### src/arlo_pkg.sv
// Shared types, op codes and GF(2^8) helpers for the AES round linear operations block.
package arlo_pkg;

   localparam logic [2:0] OP_ADD_ROUND_KEY = 3'd0;
   localparam logic [2:0] OP_SHIFT_ROWS    = 3'd1;
   localparam logic [2:0] OP_MIX_COLUMNS   = 3'd2;
   localparam logic [2:0] OP_INV_SHIFT     = 3'd3;
   localparam logic [2:0] OP_INV_MIX       = 3'd4;

   localparam logic [7:0] AES_POLY_LOW = 8'h1b;

   typedef struct packed {
      logic [2:0]  op;
      logic [63:0] state_hi;
      logic [63:0] state_lo;
      logic [63:0] key_hi;
      logic [63:0] key_lo;
      logic [3:0]  round_index;
      logic        decrypt;
   } req_type;

   typedef struct packed {
      logic [63:0] result_hi;
      logic [63:0] result_lo;
      logic [3:0]  round_next;
   } rsp_type;

   // One column of four bytes, element r is row r.
   typedef logic [3:0][7:0] col_type;

   // Sixteen state bytes, element i is state byte i.
   typedef logic [15:0][7:0] bytes_type;

   function automatic logic [7:0] xt(input logic [7:0] b);
      logic [7:0] s;
      s = {b[6:0], 1'b0};
      return b[7] ? (s ^ AES_POLY_LOW) : s;
   endfunction

   // Byte i of the block sits in bits 127-8i down to 120-8i.
   function automatic bytes_type unpack_block(input logic [127:0] blk);
      bytes_type v;
      for (int i = 0; i < 16; i++) begin
         v[i] = blk[127 - 8 * i -: 8];
      end
      return v;
   endfunction

   function automatic logic [127:0] pack_block(input bytes_type v);
      logic [127:0] blk;
      for (int i = 0; i < 16; i++) begin
         blk[127 - 8 * i -: 8] = v[i];
      end
      return blk;
   endfunction

endpackage

### src/aes_round_linear_ops.sv
// Top level of the AES round linear operations block: a three-stage pipeline.
// The block applies AddRoundKey, ShiftRows, MixColumns, InvShiftRows or InvMixColumns to a
// 128-bit AES state and takes a new beat in every cycle; busy is always low. The receiver
// cannot hold results off, so nothing inside the pipeline ever stalls. Each beat's result
// appears on rsp_data with rsp_strobe high for one cycle: one register stage captures the
// request, the second holds the row shift or key sum and the GF(2^8) doublings of every byte,
// and the third holds the combined result.
module aes_round_linear_ops (
   input  logic              clock,
   input  logic              reset,
   input  logic              start,
   output logic              busy,
   input  arlo_pkg::req_type req_data,
   output logic              rsp_strobe,
   output arlo_pkg::rsp_type rsp_data
);
   import arlo_pkg::*;

   logic      s1_valid_ff;
   logic      s1_valid_in;
   req_type   s1_item_ff;

   logic      s2_valid_ff;
   logic [2:0] s2_op_ff;
   logic [3:0] s2_round_ff;
   bytes_type s2_base_ff;
   bytes_type s2_x2_ff;
   bytes_type s2_x4_ff;
   bytes_type s2_x8_ff;
   logic [3:0] s2_round_in;
   bytes_type s2_base_in;
   bytes_type s2_x2_in;
   bytes_type s2_x4_in;
   bytes_type s2_x8_in;

   logic      s3_valid_ff;
   rsp_type   s3_rsp_ff;
   rsp_type   s3_rsp_in;

   bytes_type sb;
   bytes_type mix_fwd;
   bytes_type mix_inv;
   bytes_type s3_bytes;

   assign busy        = 1'b0;
   assign s1_valid_in = start & ~busy;

   always_ff @(posedge clock) begin
      if (reset) begin
         s1_valid_ff <= 1'b0;
         s2_valid_ff <= 1'b0;
         s3_valid_ff <= 1'b0;
      end else begin
         s1_valid_ff <= s1_valid_in;
         s2_valid_ff <= s1_valid_ff;
         s3_valid_ff <= s2_valid_ff;
      end
   end

   always_ff @(posedge clock) begin
      if (s1_valid_in) begin
         s1_item_ff <= req_data;
      end
      s2_op_ff    <= s1_item_ff.op;
      s2_round_ff <= s2_round_in;
      s2_base_ff  <= s2_base_in;
      s2_x2_ff    <= s2_x2_in;
      s2_x4_ff    <= s2_x4_in;
      s2_x8_ff    <= s2_x8_in;
      s3_rsp_ff   <= s3_rsp_in;
   end

   always_comb begin
      sb          = unpack_block({s1_item_ff.state_hi, s1_item_ff.state_lo});
      s2_round_in = s1_item_ff.round_index;
      s2_base_in  = sb;
      for (int i = 0; i < 16; i++) begin
         s2_x2_in[i] = xt(sb[i]);
         s2_x4_in[i] = xt(s2_x2_in[i]);
         s2_x8_in[i] = xt(s2_x4_in[i]);
      end
      unique case (s1_item_ff.op)
         OP_ADD_ROUND_KEY: begin
            s2_base_in = unpack_block({s1_item_ff.state_hi ^ s1_item_ff.key_hi,
                                       s1_item_ff.state_lo ^ s1_item_ff.key_lo});
            s2_round_in = s1_item_ff.decrypt ? (s1_item_ff.round_index - 4'd1)
                                             : (s1_item_ff.round_index + 4'd1);
         end
         OP_SHIFT_ROWS: begin
            for (int c = 0; c < 4; c++) begin
               for (int r = 0; r < 4; r++) begin
                  s2_base_in[r + 4 * c] = sb[r + 4 * ((c + r) % 4)];
               end
            end
         end
         OP_INV_SHIFT: begin
            for (int c = 0; c < 4; c++) begin
               for (int r = 0; r < 4; r++) begin
                  s2_base_in[r + 4 * c] = sb[r + 4 * ((c + 4 - r) % 4)];
               end
            end
         end
         default: begin
            s2_base_in = sb;
         end
      endcase
   end

   for (genvar c = 0; c < 4; c++) begin : g_col
      arlo_mix_column u_mix (
         .a   (s2_base_ff[4 * c +: 4]),
         .a2  (s2_x2_ff[4 * c +: 4]),
         .a4  (s2_x4_ff[4 * c +: 4]),
         .a8  (s2_x8_ff[4 * c +: 4]),
         .fwd (mix_fwd[4 * c +: 4]),
         .inv (mix_inv[4 * c +: 4])
      );
   end

   always_comb begin
      unique case (s2_op_ff)
         OP_MIX_COLUMNS: s3_bytes = mix_fwd;
         OP_INV_MIX:     s3_bytes = mix_inv;
         default:        s3_bytes = s2_base_ff;
      endcase
      {s3_rsp_in.result_hi, s3_rsp_in.result_lo} = pack_block(s3_bytes);
      s3_rsp_in.round_next = s2_round_ff;
   end

   assign rsp_strobe = s3_valid_ff;
   assign rsp_data   = s3_rsp_ff;

endmodule

### src/arlo_mix_column.sv
// MixColumns and InvMixColumns of one column from its precomputed GF(2^8) multiples.
module arlo_mix_column (
   input  arlo_pkg::col_type a,
   input  arlo_pkg::col_type a2,
   input  arlo_pkg::col_type a4,
   input  arlo_pkg::col_type a8,
   output arlo_pkg::col_type fwd,
   output arlo_pkg::col_type inv
);
   import arlo_pkg::*;

   col_type m3;
   col_type m9;
   col_type m11;
   col_type m13;
   col_type m14;

   always_comb begin
      for (int r = 0; r < 4; r++) begin
         m3[r]  = a2[r] ^ a[r];
         m9[r]  = a8[r] ^ a[r];
         m11[r] = a8[r] ^ a2[r] ^ a[r];
         m13[r] = a8[r] ^ a4[r] ^ a[r];
         m14[r] = a8[r] ^ a4[r] ^ a2[r];
      end
      fwd[0] = a2[0] ^ m3[1] ^ a[2] ^ a[3];
      fwd[1] = a[0] ^ a2[1] ^ m3[2] ^ a[3];
      fwd[2] = a[0] ^ a[1] ^ a2[2] ^ m3[3];
      fwd[3] = m3[0] ^ a[1] ^ a[2] ^ a2[3];
      inv[0] = m14[0] ^ m11[1] ^ m13[2] ^ m9[3];
      inv[1] = m9[0] ^ m14[1] ^ m11[2] ^ m13[3];
      inv[2] = m13[0] ^ m9[1] ^ m14[2] ^ m11[3];
      inv[3] = m11[0] ^ m13[1] ^ m9[2] ^ m14[3];
   end

endmodule

### config.mk
export PLATFORM = sky130hd
export DESIGN_NAME = aes_round_linear_ops
export DESIGN_NICKNAME = d
export VERILOG_FILES = /design/src/arlo_pkg.sv /design/src/aes_round_linear_ops.sv /design/src/arlo_mix_column.sv
export SDC_FILE = /design/constraint.sdc
export NUM_CORES = 2
export LEC_CHECK = 0
export BUFFER_PORTS_ARGS = -buffer_cell sky130_fd_sc_hd__buf_2
export CORE_MARGIN = 1
export CORE_UTILIZATION = 53
export DETAILED_ROUTE_END_ITERATION = 10
export GPL_TIMING_DRIVEN = 1
export PLACE_DENSITY = 0.77
export SLEW_MARGIN = 20
export SYNTH_ARGS = -nofsm -noshare
export SYNTH_HDL_FRONTEND = slang
export SYNTH_SLANG_ARGS = --single-unit
### constraint.sdc
create_clock -name clock -period 1.7 [get_ports clock]
set_clock_uncertainty 0.15 [all_clocks]
set_input_delay 0.17 -clock clock [delete_from_list [all_inputs] [get_ports clock]]
set_output_delay 0.17 -clock clock [all_outputs]
set_load 0.005 [all_outputs]
Yosys cells after proc, flatten, opt, wreduce, memory -nomap -nowiden. Index checks and enable logic that the tools add are counted.

Input bits: 267. Word-level logic and storage cells: 412. Register bits: 918. Output and inout port bits: 134.

Reduce and logical (&&, ||, !) cells: 1. $add $sub $neg: 2. Bitwise operators: 258. Muxes and demuxes: 52. Eq/ne operators: 4.

Operators with widths (count): bitwise XOR 8 bit (208); case mux 128 bit (3 select lines) (1); case mux 128 bit (2 select lines) (1); 2-to-1 mux 5 bit (48); NOT 4 bit (48); bitwise XOR 64 bit (2); 2-to-1 mux 4 bit (2); == test 3 x 2 -> 1 bit, second input constant (2); adder 4 x 1 -> 4 bit, second input constant (1); subtractor 4 x 1 -> 4 bit, second input constant (1); == test 3 x 1 -> 1 bit, second input constant (1); == test 3 bit, second input constant (1); logical NOT 3 bit (1).

Logic depth before layout (Yosys ltp).
Word-level depth: 6. Mapped depth: 8. Depth with buffers taken out: 6.

Modules after synthesis. From an unflattened synthesis, not the netlist that was laid out.

Cell total of the unflattened synthesis: 2740. Area, all modules: 35401.5 um2.

By module, submodules not included: aes_round_linear_ops (area each 26462.9 um2, cells each 2092, times used 1, sequential area each 18137.4 um2); arlo_mix_column (area each 2234.6 um2, cells each 162, times used 4, sequential area each 0.0 um2).

Least setup slack after synthesis. No wires, ideal clock.

Path kind: register to register. Start point: reg s1_item_ff[262] (netlist name). End point: reg s2_base_ff[30] (netlist name). Buffers on the path: 3. Cell stages (with the launch flop): 7. Slack: -0.147 ns. Setup time: 0.128 ns. Arrival time: 1.569 ns. Period minus slack after synthesis: 1.847 ns. Data required time: 1.422 ns. Path through: edfxtp_1 clkbuf_1 buf_2 buf_2 mux2_2 a22oi_1 o21ai_0.

RTL lines: start, declared (line aes_round_linear_ops.sv:21) `req_type s1_item_ff;`; start signal, assigned (line aes_round_linear_ops.sv:62) `s1_item_ff <= req_data;`; end signal, assigned (line aes_round_linear_ops.sv:66) `s2_base_ff <= s2_base_in;`; end, declared (line aes_round_linear_ops.sv:26) `bytes_type s2_base_ff;`.

==> summary.md <==
The via count of the first global-routing pass is 25710. The signed area change from the synthesized netlist to the final layout came out at 38.15%. After Yosys synthesis, and, or, nand and nor cells account for 3.550% of the synthesized area. The largest net degree at the start of global routing is 59, and the net total in the final layout is 3945. The number of nets handed over by synthesis was 3030.

The initial utilization of the core area, before any placement, comes to 53.83%. VDD sags by at most 1.044 mV. The final critical path time including I/O delays and setup is 1.839 ns, and the number of cells produced by synthesis is 2760.

TritonCTS built the clock tree. In this run, flip-flops and latches consume 36.1% of the power. The hold violation count in the final report is 0, and the depth of the CTS H-tree is 3. The worst setup path is launched from a flip-flop. Yosys printed 0 warnings. For this run, asynchronously set or reset flops after synthesis account for 0%. The floorplan step defined a core boundary enclosing 61940 sq um.

The detailed router placed 25310 vias in this run. The average wire per standard cell was 24.80 um; the first-pass GRT wire length was 158900 um. In this run the tightest slew margin relative to its limit is 56.94%.

Dominant cell type by area after synthesis: sky130_fd_sc_hd__dfxtp_1. Combinational cells account for 37.3% of the total power. The longest clock path from root to sink contains 3 buffers. Once placement completed, the tool counted placed cells totaling 4118.

The synthesized netlist devotes 8.609% of its cell area to compound gates. The HPWL after detailed placement was 74800 um; the sequential area share after synthesis was 54.40%. Global routing used 33.73% of the available tracks across all layers. The clock share of power is 26.6%, and the first-pass iteration count of the detailed router is 6. Remaining design rule violation count: 0. After synthesis, the largest family of logic cells by area is XOR/XNOR gates. The highest cell delay on the worst timing path is 0.35 ns.

The count of cells in the finished layout, fillers not included, comes to 4582. The critical path contains buffers and inverters numbering 3 combined. The total of flip-flops plus latches after synthesis is 774. For the worst setup path, the data required time is 2.07 ns. The flow ran to the end, but the final reports show violations. Area share of fa/ha/maj cells after synthesis: 0.1351%.

The number of top-level pins was 401. The largest individual stage delay along the critical path comes from the cell sky130_fd_sc_hd__dfxtp_2. The final reports fail on setup timing.

Across the run, the number of max-cap violations was 0. The highest clock frequency the design can meet came out at 0.5437 GHz. Clock tree synthesis selected as its root buffer the cell sky130_fd_sc_hd__clkbuf_16. The via count normalized by instance count is 5.523.

The ratio of total power to cell area came out at 1500 nW/um^2. For the worst hold-check slack, the log shows 0.07983 ns. The worst setup path is of the reg -> reg kind.

The worst hold-check path type is in -> reg. The signal on the critical path passes through nor3b_4 > nor2_4 > buf_12 > buf_12 > buf_12 > a22o_1 > a21o_1. Buffers inserted during clock tree synthesis total 80. Setup repair after global routing could not meet its margin everywhere. Floorplan die area: 63910 sq um. The final weighted congestion in routability-driven placement is 0.9525, and the clock latency at the later pin of the worst-skew pair is 0.65 ns.

In this run the biggest area consumer among cell types represents 30.62% of the synthesized area. Of the total synthesized cell area, the portion taken by XOR and XNOR cells is 26.33%. The fraction of final layout cells sized beyond drive strength 1 came out at 33.70%. Multiplexer cells account for 5.014% of the synthesized area.

Data arrives at the worst endpoint at 2.21 ns. In this run the tool buffered the top-level ports with 399 buffer cells. The initialized floorplan defines 91 standard-cell rows.

After the first detailed-routing iteration, the DRC count stood at 2246. The transition time at the pin with the least slew margin was 0.6459 ns; the number of setup violations in the final report was 111. The number of pins exceeding their max-slew limit in the final report was 0; the count of flip-flops with a built-in enable after synthesis was 264. In the layout the commonest cells are sky130_fd_sc_hd__xnor2_1, sky130_fd_sc_hd__dfxtp_1, sky130_fd_sc_hd__buf_2. After synthesis, the cell types taking the most area are sky130_fd_sc_hd__dfxtp_1, sky130_fd_sc_hd__edfxtp_1, sky130_fd_sc_hd__xnor2_1, sky130_fd_sc_hd__xor2_1, sky130_fd_sc_hd__a22oi_1. Across all register-to-register paths, the minimum setup slack is -0.14 ns. The detail route stage leaves a number of antenna-violating nets equal to 0. The tools report the initial antenna violation count as 4.

The biggest fanout along the worst timing path works out to 8. After layout, the worst path uses 108.2% of the clock period. After synthesis the cells add up to 33340 sq um. Type of element capturing the critical path: a flip-flop. The clock-pin slew of the registers on the worst-case setup and hold paths was 0.07 ns; the number of different library cells in the post-synthesis netlist was 37.

The die extent in x is 252.8 um. After detailed routing, the total wire length is 113600 um. The most used flip-flop cell after synthesis is sky130_fd_sc_hd__dfxtp_1.

The run gives 774 as the number of sinks driven by the clock tree. In this design, the largest share of critical-path delay is due to buffers and inverters. In this run the power spent charging and discharging nets is 0.02295 W.

The design draws 0.06910 W. Summed over all layers, the global routing overflow is 0. The average cell area after synthesis came out at 12.08 sq um.

In this run switching power makes up 33.21% of total power. The most common cell after layout, fill and taps aside was sky130_fd_sc_hd__xnor2_1. The floorplan step set the die height to 252.8 um. The share of the core filled with cells in the final layout is 74.36%, and the reported leakage power is 18.34 nW. Internal power comes to 0.04615 W. For the worst path setup slack after routing, the log shows -0.1391 ns. Counting stages on the worst path, the most repeated cell is sky130_fd_sc_hd__buf_12.
[sequential cells by signal (all words and copies together), names as in the netlist]
name         count
s2_valid_ff      1
s2_round_ff      4
rsp_data       132
s2_x2_ff        64
rsp_strobe       1
s2_x4_ff       112
s1_item_ff     264
s2_base_ff     128
s2_op_ff         3
s2_x8_ff        64
s1_valid_ff      1
[kinds of logic (layout without fill, tap and decap cells)]
group,count (synthesis),count (layout)
XOR/XNOR,968,968
flip-flops,774,774
AO/OA/AOI/OAI,449,449
AND/OR/NAND/NOR,242,243
buffers and inverters,164,1145
multiplexers,159,159
adder cells (fa/ha/maj),3,3
other,1,4
[final timing paths]
path                                             start                  endpoint  cells after the start
worst max register to register     s2_op_ff[1]$_DFF_P_     rsp_data[105]$_DFF_P_                      7
worst min register to register  s2_round_ff[3]$_DFF_P_       rsp_data[3]$_DFF_P_                      0
worst min-delay path                      req_data[14]  s1_item_ff[14]$_DFFE_PP_                      2
worst max-delay path               s2_op_ff[1]$_DFF_P_     rsp_data[105]$_DFF_P_                      7
[metal layers]
layer  track usage (%)  routed length (um)  vias to the layer above
met5                 0                  11                        -
met4             14.61                5786                        2
met3             5.818                9226                      327
met2             57.21               55350                     1295
met1             42.25               43260                    12510
li1                  -                   -                    11180
[power groups by stage]
stage,clock network [W],registers [W],logic (W)
2_1_floorplan,0,0.0240,0.0156
3_3_place_gp,0,0.0249,0.0209
3_5_place_dp,0,0.0249,0.0216
4_1_cts,0.0184,0.0246,0.0231
5_1_grt,0.0192,0.0251,0.0273
6_report,0.0184,0.0249,0.0258
[final cells by class]
class                   count  area, sq um
diodes                      3        7.507
clock buffers             100         2225
clock inverters            49        521.8
fillers                  3844        15880
inverters                   3        11.26
multi-input cells        1823        16210
flip-flops and latches    774        18190
well taps                 837         1047
repair buffers            993         7844
[what timing repair did]
item                                   CTS  global route
cloned                                   5             9
resized for setup                      101           273
buffers inserted                        20            16
hold buffers                           266             0
pin swaps                               15            76
endpoints found under the hold margin  342             0
setup endpoints to repair              212           211
[synthesized netlist by cell type, types with 10 or more instances]
| cell type | n |
|---|---|
| sky130_fd_sc_hd__a21o_1 | 13 |
| sky130_fd_sc_hd__a22o_1 | 12 |
| sky130_fd_sc_hd__a22oi_1 | 207 |
| sky130_fd_sc_hd__buf_1 | 19 |
| sky130_fd_sc_hd__buf_2 | 25 |
| sky130_fd_sc_hd__clkbuf_1 | 116 |
| sky130_fd_sc_hd__dfxtp_1 | 510 |
| sky130_fd_sc_hd__edfxtp_1 | 264 |
| sky130_fd_sc_hd__mux2_2 | 63 |
| sky130_fd_sc_hd__mux2i_1 | 95 |
| sky130_fd_sc_hd__nand2_1 | 37 |
| sky130_fd_sc_hd__nor2_1 | 100 |
| sky130_fd_sc_hd__nor2b_1 | 99 |
| sky130_fd_sc_hd__o21ai_0 | 71 |
| sky130_fd_sc_hd__o21ai_1 | 137 |
| sky130_fd_sc_hd__xnor2_1 | 625 |
| sky130_fd_sc_hd__xnor2_2 | 30 |
| sky130_fd_sc_hd__xor2_1 | 303 |
| sky130_fd_sc_hd__xor2_2 | 10 |
[metrics by stage]
stage	worst slack (ns)	setup TNS [ns]	cell area (sq um)
global placement	-0.2313	-8.272	38220
floorplan	-0.04452	-2.411	33350
global route	-0.1531	-9.121	46050
finish	-0.1391	-4.595	46060
detailed placement	-0.2356	-10.67	38220
CTS	-0.06831	-0.4850	44370
(Power assumes the default switching activity.)
